<file path="src/design/tun_pkg.sv">
// Shared types and widths for the triangle unit-normal pipeline.
package tun_pkg;

	localparam int EW  = 33;        // edge component
	localparam int PW  = 66;        // edge product
	localparam int CW  = 67;        // cross component, signed
	localparam int MW  = 66;        // cross magnitude
	localparam int HW  = 33;        // half of a magnitude for squaring
	localparam int SQW = 130;       // one square
	localparam int SW  = 132;       // sum of squares
	localparam int RW  = 198;       // digit recurrence residual
	localparam int NB  = 31;        // result magnitude bits, Q1.30 up to 1.0
	localparam int RHS_SHIFT = 62;
	localparam logic signed [31:0] ONE_Q30 = 32'sh4000_0000;

	typedef struct packed {
		logic signed [31:0] p0_x;
		logic signed [31:0] p0_y;
		logic signed [31:0] p0_z;
		logic signed [31:0] p1_x;
		logic signed [31:0] p1_y;
		logic signed [31:0] p1_z;
		logic signed [31:0] p2_x;
		logic signed [31:0] p2_y;
		logic signed [31:0] p2_z;
	} tri_in_t;

	typedef struct packed {
		logic signed [31:0] normal_x;
		logic signed [31:0] normal_y;
		logic signed [31:0] normal_z;
		logic               degenerate;
	} norm_out_t;

	// State carried through the digit stages
	typedef struct packed {
		logic [2:0][RW-1:0] r;      // a^2*2^62 - v^2*S, signed
		logic [2:0][RW-1:0] p;      // v*S, signed
		logic [2:0][NB-1:0] m;
		logic [2:0]         neg;
		logic [SW-1:0]      s;
		logic               degen;
	} dig_t;

endpackage

</file>
<file path="src/design/tun_back.sv">
// Output stage: applies the sign and the degenerate case to the settled magnitudes.
module tun_back import tun_pkg::*; (
	input  logic      clk,
	input  logic      arst_n,
	input  logic      in_valid,
	input  dig_t      in_data,
	output logic      in_ready,
	output logic      out_valid,
	output norm_out_t out_data,
	input  logic      out_ready
);

	logic              valid_s1;
	norm_out_t         res_s1;
	logic signed [31:0] comp [3];

	assign in_ready  = !valid_s1 || out_ready;
	assign out_valid = valid_s1;
	assign out_data  = res_s1;

	// a zero sum leaves every trial bit set, so force zero here
	always_comb begin
		for (int k = 0; k < 3; k++) begin
			if (in_data.degen)
				comp[k] = '0;
			else if (in_data.neg[k])
				comp[k] = 32'sd0 - $signed(32'(in_data.m[k]));
			else
				comp[k] = $signed(32'(in_data.m[k]));
		end
	end

	always_ff @(posedge clk or negedge arst_n) begin
		if (!arst_n) begin
			valid_s1 <= 1'b0;
		end else if (in_ready) begin
			valid_s1 <= in_valid;
		end
	end

	always_ff @(posedge clk) begin
		if (in_ready) begin
			res_s1.normal_x   <= comp[0];
			res_s1.normal_y   <= comp[1];
			res_s1.normal_z   <= comp[2];
			res_s1.degenerate <= in_data.degen;
		end
	end

endmodule

</file>
<file path="config.mk">
export PLATFORM = sky130hd
export DESIGN_NAME = tun_back
export DESIGN_NICKNAME = d
export VERILOG_FILES = /design/src/design/tun_pkg.sv /design/src/design/tun_back.sv
export SDC_FILE = /design/constraint.sdc
export NUM_CORES = 1
export LEC_CHECK = 0
export CAP_MARGIN = 20
export CORE_AREA = 2 2 597 599
export DETAILED_ROUTE_END_ITERATION = 7
export DIE_AREA = 0 0 599 601
export DONT_BUFFER_PORTS = 1
export HOLD_SLACK_MARGIN = 0.03
export PLACE_DENSITY = 0.3
export REMOVE_ABC_BUFFERS = 1
export SLEW_MARGIN = 20
export SYNTH_ARGS = -nofsm -noshare
export SYNTH_HDL_FRONTEND = slang
export SYNTH_SLANG_ARGS = --single-unit
</file>
<file path="constraint.sdc">
create_clock -name clk -period 3.33 [get_ports clk]
set_clock_uncertainty 0.05 [all_clocks]
set_input_delay 0.333 -clock clk [delete_from_list [all_inputs] [get_ports clk]]
set_output_delay 0.333 -clock clk [all_outputs]
set_load 0.03 [all_outputs]
</file>
# Word-level counts from Yosys, hierarchy flattened
# Cells that the tools add are included.
dict set report classes {
  bitwise 3
  shifts 0
  n_addsub 3
  n_mux 3
  reduce_logical 5
  n_lt_le_gt_ge 0
  n_div 0
  n_eq_ne 0
  multipliers 0
}
# operator count
set ops {}
lappend ops {{subtractor 1 x 31 -> 32 bit (first input constant)} 3}
lappend ops {{2-to-1 mux 31 bit} 3}
lappend ops {{OR reduction 2 bit} 3}
lappend ops {{NOT 1 bit} 3}
lappend ops {{zero test 1 bit} 1}
lappend ops {{logical OR 1 bit} 1}
dict set report totals {
  elab_cells 22
  n_memories 0
  romBits 0
  inputBits 1421
  output_inout_bits 99
  latch_bits 0
  register_bits 98
  ramBits 0
}

# Depth between registers and ports, before layout
# Gate-level depths: netlist of run 1.
dict set report logic_depth {
  ltp_word 2
  depth_mapped 6
  ltp_nobuf 6
}

# Worst setup path after synthesis of run 1
# No wires, ideal clock.
dict set report synth_path {
  path_type {register to register}
  startpoint {register valid_s1 (netlist: out_valid)}
  endpoint {register res_s1, in the netlist out_data[0], enable pin}
  n_path_buf 0
  stages_incl_launch_ff 2
  arrival_ps 2965
  period_less_slack_ps 3499
  path_slack_ps -169
  setup_time_ps 484
  t_required_ps 2796
  path_cell_list {dfrtp_1 -> nand2b_1}
}
dict set report synth_via {
  elab_chain_len 2
}
# element line_no
set synth_rtl {}
lappend synth_rtl {{from (decl)} tun_back.sv:13} ;# logic valid_s1;
lappend synth_rtl {{from (signal assigned)} tun_back.sv:37} ;# valid_s1 <= in_valid;
lappend synth_rtl {{zero test 1 bit} tun_back.sv:17} ;# assign in_ready = !valid_s1 || out_ready;
lappend synth_rtl {{logical OR 1 bit} tun_back.sv:17}
lappend synth_rtl {{named net in_ready} tun_back.sv:7} ;# output logic in_ready,
lappend synth_rtl {{to (decl)} tun_back.sv:14} ;# norm_out_t res_s1;
# The timed path passes the listed nets, and every way through them passes these cells.
# A chain may end at the register's enable or synchronous reset.

# Worst setup path after layout of run 1
dict set report layout_path {
  startpoint {input port in_data[172] (netlist bit)}
  endpoint {register res_s1, in the netlist out_data[63], data pin}
}
dict set report layout_via {
  elab_chain_len 2
}
# element line_no
set layout_rtl {}
lappend layout_rtl {{from (decl)} tun_back.sv:6} ;# input dig_t in_data,
lappend layout_rtl {{subtractor 1 x 31 -> 32 bit} tun_back.sv:27} ;# comp[k] = 32'sd0 - $signed(32'(in_data.m[k]));
lappend layout_rtl {{2-to-1 mux 31 bit} tun_back.sv:26} ;# else if (in_data.neg[k])
# No other way between the ends.

==> results of run 1 <==
-- layer usage --
| layer | wire length [microns] | vias to the layer above | track usage [%] | part of all wire, % |
|---|---|---|---|---|
| met4 | 1330 | 2 | 1.15 | 2.9 |
| met1 | 16700 | 2468 | 2.58 | 37 |
| met3 | 2300 | 24 | 0.641 | 5.1 |
| li1 | - | 2357 | - | - |
| met5 | 13 | - | 0 | 0.029 |
| met2 | 24700 | 132 | 4.70 | 55 |
-- per-stage QoR --
stage | utilization [%] | cell area [sq um] | setup TNS [ps] | total power [W] | hold slack [ps]
final | 3.58 | 12700 | 0 | 0.00344 | 99.7
after global routing | 3.57 | 12600 | 0 | 0.00364 | 82.0
after CTS | 3.57 | 12600 | 0 | 0.00360 | 47.9
after detailed placement | 3.47 | 12300 | 0 | 0.00228 | -12.6
after global placement | 3.47 | 12300 | -1990 | 0.00228 | -12.6
after floorplan | - | 6050 | -16460 | 0.00204 | -12.6
-- kinds of logic after synthesis --
logic type | after synthesis
and+or+nand+nor | 276
AOI/OAI and AO/OA | 107
DFF | 98
buffers and inverters | 48
muxes | 44
xor gates and xnor gates | 32
adders and majority gates | 6
-- registers in the layout, summed over array words and instances, names as in the netlist --
register   cells
out_data      97
out_valid      1
-- layout make-up --
cell class / instances / area [sq um]
Antenna cell: 9 / 22.5
Clock buffer: 9 / 225
Clock inverter: 7 / 78.8
Fill cell: 42200 / 341000
Inverter: 15 / 56.3
Multi-Input combinational cell: 465 / 3090
Sequential cell: 98 / 2940
Tap cell: 4751 / 5940
Timing Repair Buffer: 38 / 305
-- power by group through the flow --
| stage | registers (W) | clock network [W] | logic (W) |
|---|---|---|---|
| after global routing | 0.00187 | 0.00136 | 0.000413 |
| after global placement | 0.00191 | 0 | 0.000378 |
| after CTS | 0.00188 | 0.00135 | 0.000381 |
| final | 0.00185 | 0.00123 | 0.000363 |
| after floorplan | 0.00180 | 0 | 0.000238 |
| after detailed placement | 0.00190 | 0 | 0.000376 |
-- placed cells by master (no fill, tap or decap), types with 3 or more instances in the layout --
master	n
nand4_1	9
nand3_1	10
nor2_1	105
o311ai_0	3
nor2b_1	41
clkbuf_16	9
o31ai_1	17
nor4_1	15
or2_2	8
a41oi_1	7
xnor2_1	14
xor2_1	18
or4_1	17
mux2i_1	3
buf_4	34
nand2_1	9
diode_2	9
dlygate4sd3_1	3
a21oi_1	20
o41ai_1	16
and3_1	6
a31oi_1	12
o31a_1	4
mux2_2	40
edfxtp_1	97
inv_8	4
nand2b_1	4
or3_1	16
o21ai_0	21
or4b_2	3
nor4_2	4
ha_1	6
nor3_1	18
inv_1	14
-- timing repair --
item,CTS,global route
endpoints found under the hold margin,2,0
gates resized for setup,0,0
hold buffers,3,0
-- worst max path at each step --
stage,from,end,slack (ps),cells past startpoint
5_1_grt,in_data[172],out_data[63]$_SDFFCE_PP0P_,830,6
4_1_cts,in_data[172],out_data[63]$_SDFFCE_PP0P_,850,6
3_3_place_gp,in_data[149],out_data[91]$_SDFFCE_PP0P_,-590,5
2_1_floorplan,out_valid$_DFFE_PN0P_,out_data[0]$_DFFE_PP_,-170,1
3_5_place_dp,in_data[172],out_data[63]$_SDFFCE_PP0P_,370,6
6_report,in_data[172],out_data[63]$_SDFFCE_PP0P_,870,6
==> summary.txt, run 1 <==
Final worst slack: 872 ps
FP Rows: 219
DRT Pass-1 Iters: 5
Routed len/inst: 8.35 microns
Power per cell area: 272 mW/mm^2
Synth top area share: 47.1%
RePlAce Congestion: 0.689
Critical path class: input pin to flop
RSZ-0062 raised after global routing: false
P_sw: 0.00124 W
Crit-path cells: or4_1, buf_4, or4_1, buf_4, or4_1, nand3_1
Drt first-iter violations: 236
Die H: 601 microns
Synth Register Bits: 98
CP endpoint kind: flop
TritonCTS clock tree: done
Sum of buffers and inverters on the critical path: 2
Register area share after synthesis: 47.5%
Number of global-route vias before repair: 4954
Final hold vios: 0
Async S/R FF share, synth: 1.02%
Hold Crit Class: input pin to flop
Hold depth: 2
Max incr delay on CP: 730 ps
Worst Tran Pin Value: 1170 ps
Via Count: 4983
Post-synthesis compound-gate area fraction: 11.8%
Leak: 2.43 nW
Post-Synthesis Cell Area: 0.00618 sq mm
Post-placement cell count: 5364
WP data required: 3550 ps
Num ports: 1520
CP arrival: 2680 ps
Most common cell type on the critical path: or4_1
Switching Fraction: 36.0%
Final period utilization: 73.8%
Initial Utilization: 1.75%
Post-Route WL: 45.0 mm
Chip width: 599 microns
Remaining antenna violation count: 0
R2R Path End: out_data[28]$_SDFFCE_PP0P_
# nets final: 2054
Max transition margin: 21.9%
Critical R2R Launch: out_valid$_DFFE_PN0P_
Synth Warn #: 0
Via density: 0.924
Worst hold start: in_data[205]
Synth Area in Simple Gates: 23.9%
Core area: 0.354 sq mm
Clock root cell: clkbuf_16
Proportion of synthesized area in mux cells: 8.02%
Main combinational cell family by area after synthesis: simple AND/OR/NAND/NOR gates
Unique masters post-synth: 46
Clock network fraction of design power: 35.7%
Reg2reg setup slack: 1450 ps
Worst Hold End: out_data[8]$_SDFFCE_PP0P_
Area growth syn-to-layout: 105%
Initial antenna violation count: 16
Clock transition at the registers of the reported paths: 100 ps
Clock buffer count from CTS: 9
Total gr overflow: 0
Synth area leaders: edfxtp_1, mux2_2, nor2_1, nor2b_1, xor2_1
Synth Area in Adders: 1.21%
Main flop type after synthesis: edfxtp_1
Post-Synthesis Cells: 611
Minimum clock period: 2460 ps
Place WS: 374 ps
# port buffers: 0
Comb pwr share: 10.5%
Worst VDD drop: 0.271 mV
Commonest cells post-synth: nor2_1, edfxtp_1, nor2b_1
Slew Limit Fails: 0
Drc violations: 0
Clock latency on the worst-skew pair: 410 ps
CP Launch Type: input pin
CP max-delay cell: or4_1
Pint: 0.00220 W
Largest net degree at the start of global routing: 144
Share of layout cells above drive strength 1: 17.4%
Top delay family on crit path: simple AND/OR/NAND/NOR gates
Mapped Avg Cell Area: 10.1 sq um
Clk sink count: 98
Seq pwr share: 53.8%
Maxcap violations: 0
Cell taking the most area after synthesis: edfxtp_1
Max Clk Rate: 0.407 GHz
GRT Total Usage: 2.51%
Synth Area in XOR/XNOR: 4.54%
Post-CTS Setup Inserts: 0
HPWL Detailed: 38.5 mm
Non-filler cells, final: 5392
Run status: finished, final reports clean
# setup viols final: 0
CP Max Fanout: 7
Post-synth EDFFs: 97
H-tree levels: 3
Deepest clock path buffer count: 2
Die area: 0.360 sq mm
Top-count cell post-synth: nor2_1
First-pass GRT wire length: 56.5 mm
R2R cell count: 2
Power figures use the tool's default switching activity.
==> run 2, diff against run 1 <==
==> constraint.sdc (replaced) <==
create_clock -name clk -period 2.5 [get_ports clk]
set_clock_uncertainty 0.05 [all_clocks]
set_input_delay 0.25 -clock clk [delete_from_list [all_inputs] [get_ports clk]]
set_output_delay 0.25 -clock clk [all_outputs]
set_load 0.03 [all_outputs]
==> summary.txt, run 2 (synthesized netlist as in run 1, its figures left out) <==
Run status: finished, final reports clean
# setup viols final: 0
CP endpoint kind: flop
Worst VDD drop: 0.339 mV
Top delay family on crit path: buffers and inverters
Seq pwr share: 51.6%
Initial antenna violation count: 14
Post-Route WL: 46.6 mm
Pint: 0.00301 W
Remaining antenna violation count: 0
P_sw: 0.00175 W
Most frequent cells in the layout: nor2_1, edfxtp_1, buf_4, dlygate4sd3_1, nor2b_1
# port buffers: 0
WP data required: 2610 ps
Area growth syn-to-layout: 117%
Via Count: 5400
H-tree levels: 3
DRT Pass-1 Iters: 4
Die H: 601 microns
Leak: 2.78 nW
Minimum clock period: 2310 ps
Clock buffer count from CTS: 9
Deepest clock path buffer count: 2
Slew Limit Fails: 0
Number of global-route vias before repair: 5413
CP arrival: 2430 ps
First-pass GRT wire length: 59.2 mm
Die area: 0.360 sq mm
Sum of buffers and inverters on the critical path: 4
Critical path class: input pin to flop
TritonCTS clock tree: done
Switching Fraction: 36.8%
Most common cell type on the critical path: buf_4
Share of layout cells above drive strength 1: 20.3%
Via density: 0.989
CP Launch Type: input pin
Num ports: 1520
CP Max Fanout: 5
FP Rows: 219
Initial Utilization: 1.75%
Max Clk Rate: 0.432 GHz
Maxcap violations: 0
Clock network fraction of design power: 35.7%
Crit-path cells: inv_1, buf_4, ha_1, nor3b_1, buf_4, nand4_1, buf_12, o41ai_2, mux2_2
Chip width: 599 microns
Clock root cell: clkbuf_16
Core area: 0.354 sq mm
Max incr delay on CP: 390 ps
Max FFs per register: 97
Most common cell after layout, fill and taps aside: nor2_1
Hold Crit Class: input pin to flop
Total negative slack: 0 ps
Largest net degree at the start of global routing: 144
Power per cell area: 355 mW/mm^2
Total gr overflow: 0
Final period utilization: 92.6%
Final hold vios: 0
HPWL Detailed: 38.3 mm
Clk sink count: 98
Clock transition at the registers of the reported paths: 100 ps
Comb pwr share: 12.7%
CP max-delay cell: mux2_2
RePlAce Congestion: 0.686
Routed len/inst: 8.54 microns
Drt first-iter violations: 339
Max transition margin: 49.8%
Drc violations: 0
Final worst slack: 186 ps
Clock latency on the worst-skew pair: 400 ps
Place WS: -459 ps
GRT Total Usage: 2.60%
# nets final: 2128
Worst Tran Pin Value: 755 ps
-- run 2: cell types whose count changed in the layout (fill, tap and decap cells not counted) --
cell           delta
buf_4            +24
o41ai_2           +1
diode_2           -4
o31ai_1           -2
inv_8             -2
inv_6             +1
o41ai_1           -1
dlygate4sd3_1    +44
buf_12            +6
clkinv_8          +1
o31ai_2           +2
-- run 2: final timing paths --
| check | from | to | slack, ps | depth (start not counted) |
|---|---|---|---|---|
| min | in_data[192] | out_data[59]$_SDFFCE_PP0P_ | 80 | 2 |
| min in group asynchronous | arst_n | out_valid$_DFFE_PN0P_ | 530 | 2 |
| max | in_data[167] | out_data[61]$_SDFFCE_PP0P_ | 190 | 9 |
| min reg2reg | out_valid$_DFFE_PN0P_ | out_data[22]$_SDFFCE_PP0P_ | 1020 | 2 |
| max reg2reg | out_valid$_DFFE_PN0P_ | out_data[8]$_SDFFCE_PP0P_ | 890 | 2 |
| max in group asynchronous | arst_n | out_valid$_DFFE_PN0P_ | 1770 | 2 |
-- run 2: metrics by stage --
step	instances	total power (W)	hold WS [ps]	area (sq um)	utilization, %
after floorplan	578	0.00272	-95.6	6050	-
after global placement	5393	0.00307	-95.6	12600	3.55
after detailed placement	5394	0.00306	-95.6	12600	3.56
after CTS	5457	0.00498	31.6	13400	3.78
after global routing	5458	0.00503	54.3	13400	3.78
final	5462	0.00476	76.2	13400	3.79
-- run 2: final cells by class --
| cell class | instances | area, sq um |
|---|---|---|
| Clock inverter | 7 | 81.3 |
| Timing Repair Buffer | 112 | 1050 |
| Fill cell | 42200 | 341000 |
| Tap cell | 4751 | 5940 |
| Antenna cell | 5 | 12.5 |
| Inverter | 15 | 56.3 |
| Multi-Input combinational cell | 465 | 3110 |
| Clock buffer | 9 | 225 |
| Sequential cell | 98 | 2940 |
-- run 2: what timing repair did --
action,CTS,global route
endpoints found under the setup margin,1,3
resized for setup,1,3
hold buffers,47,0
pin swaps,0,0
buffers inserted,0,0
endpoints found under the hold margin,46,0
-- run 2: power groups by stage --
stage | Clock, W | Sequential, W | Combinational, W
floorplan | 0 | 0.00240 | 0.000318
global placement | 0 | 0.00252 | 0.000554
detailed placement | 0 | 0.00251 | 0.000552
CTS | 0.00187 | 0.00248 | 0.000630
global route | 0.00188 | 0.00247 | 0.000675
finish | 0.00170 | 0.00245 | 0.000606
-- run 2: layer usage --
layer / wire (microns) / GRT usage (%) / vias to the layer above
met4: 1310 / 1.10 / 0
met5: 0 / 0 / -
met3: 2320 / 0.657 / 37
met2: 25900 / 4.94 / 158
met1: 17100 / 2.65 / 2697
li1: - / - / 2508
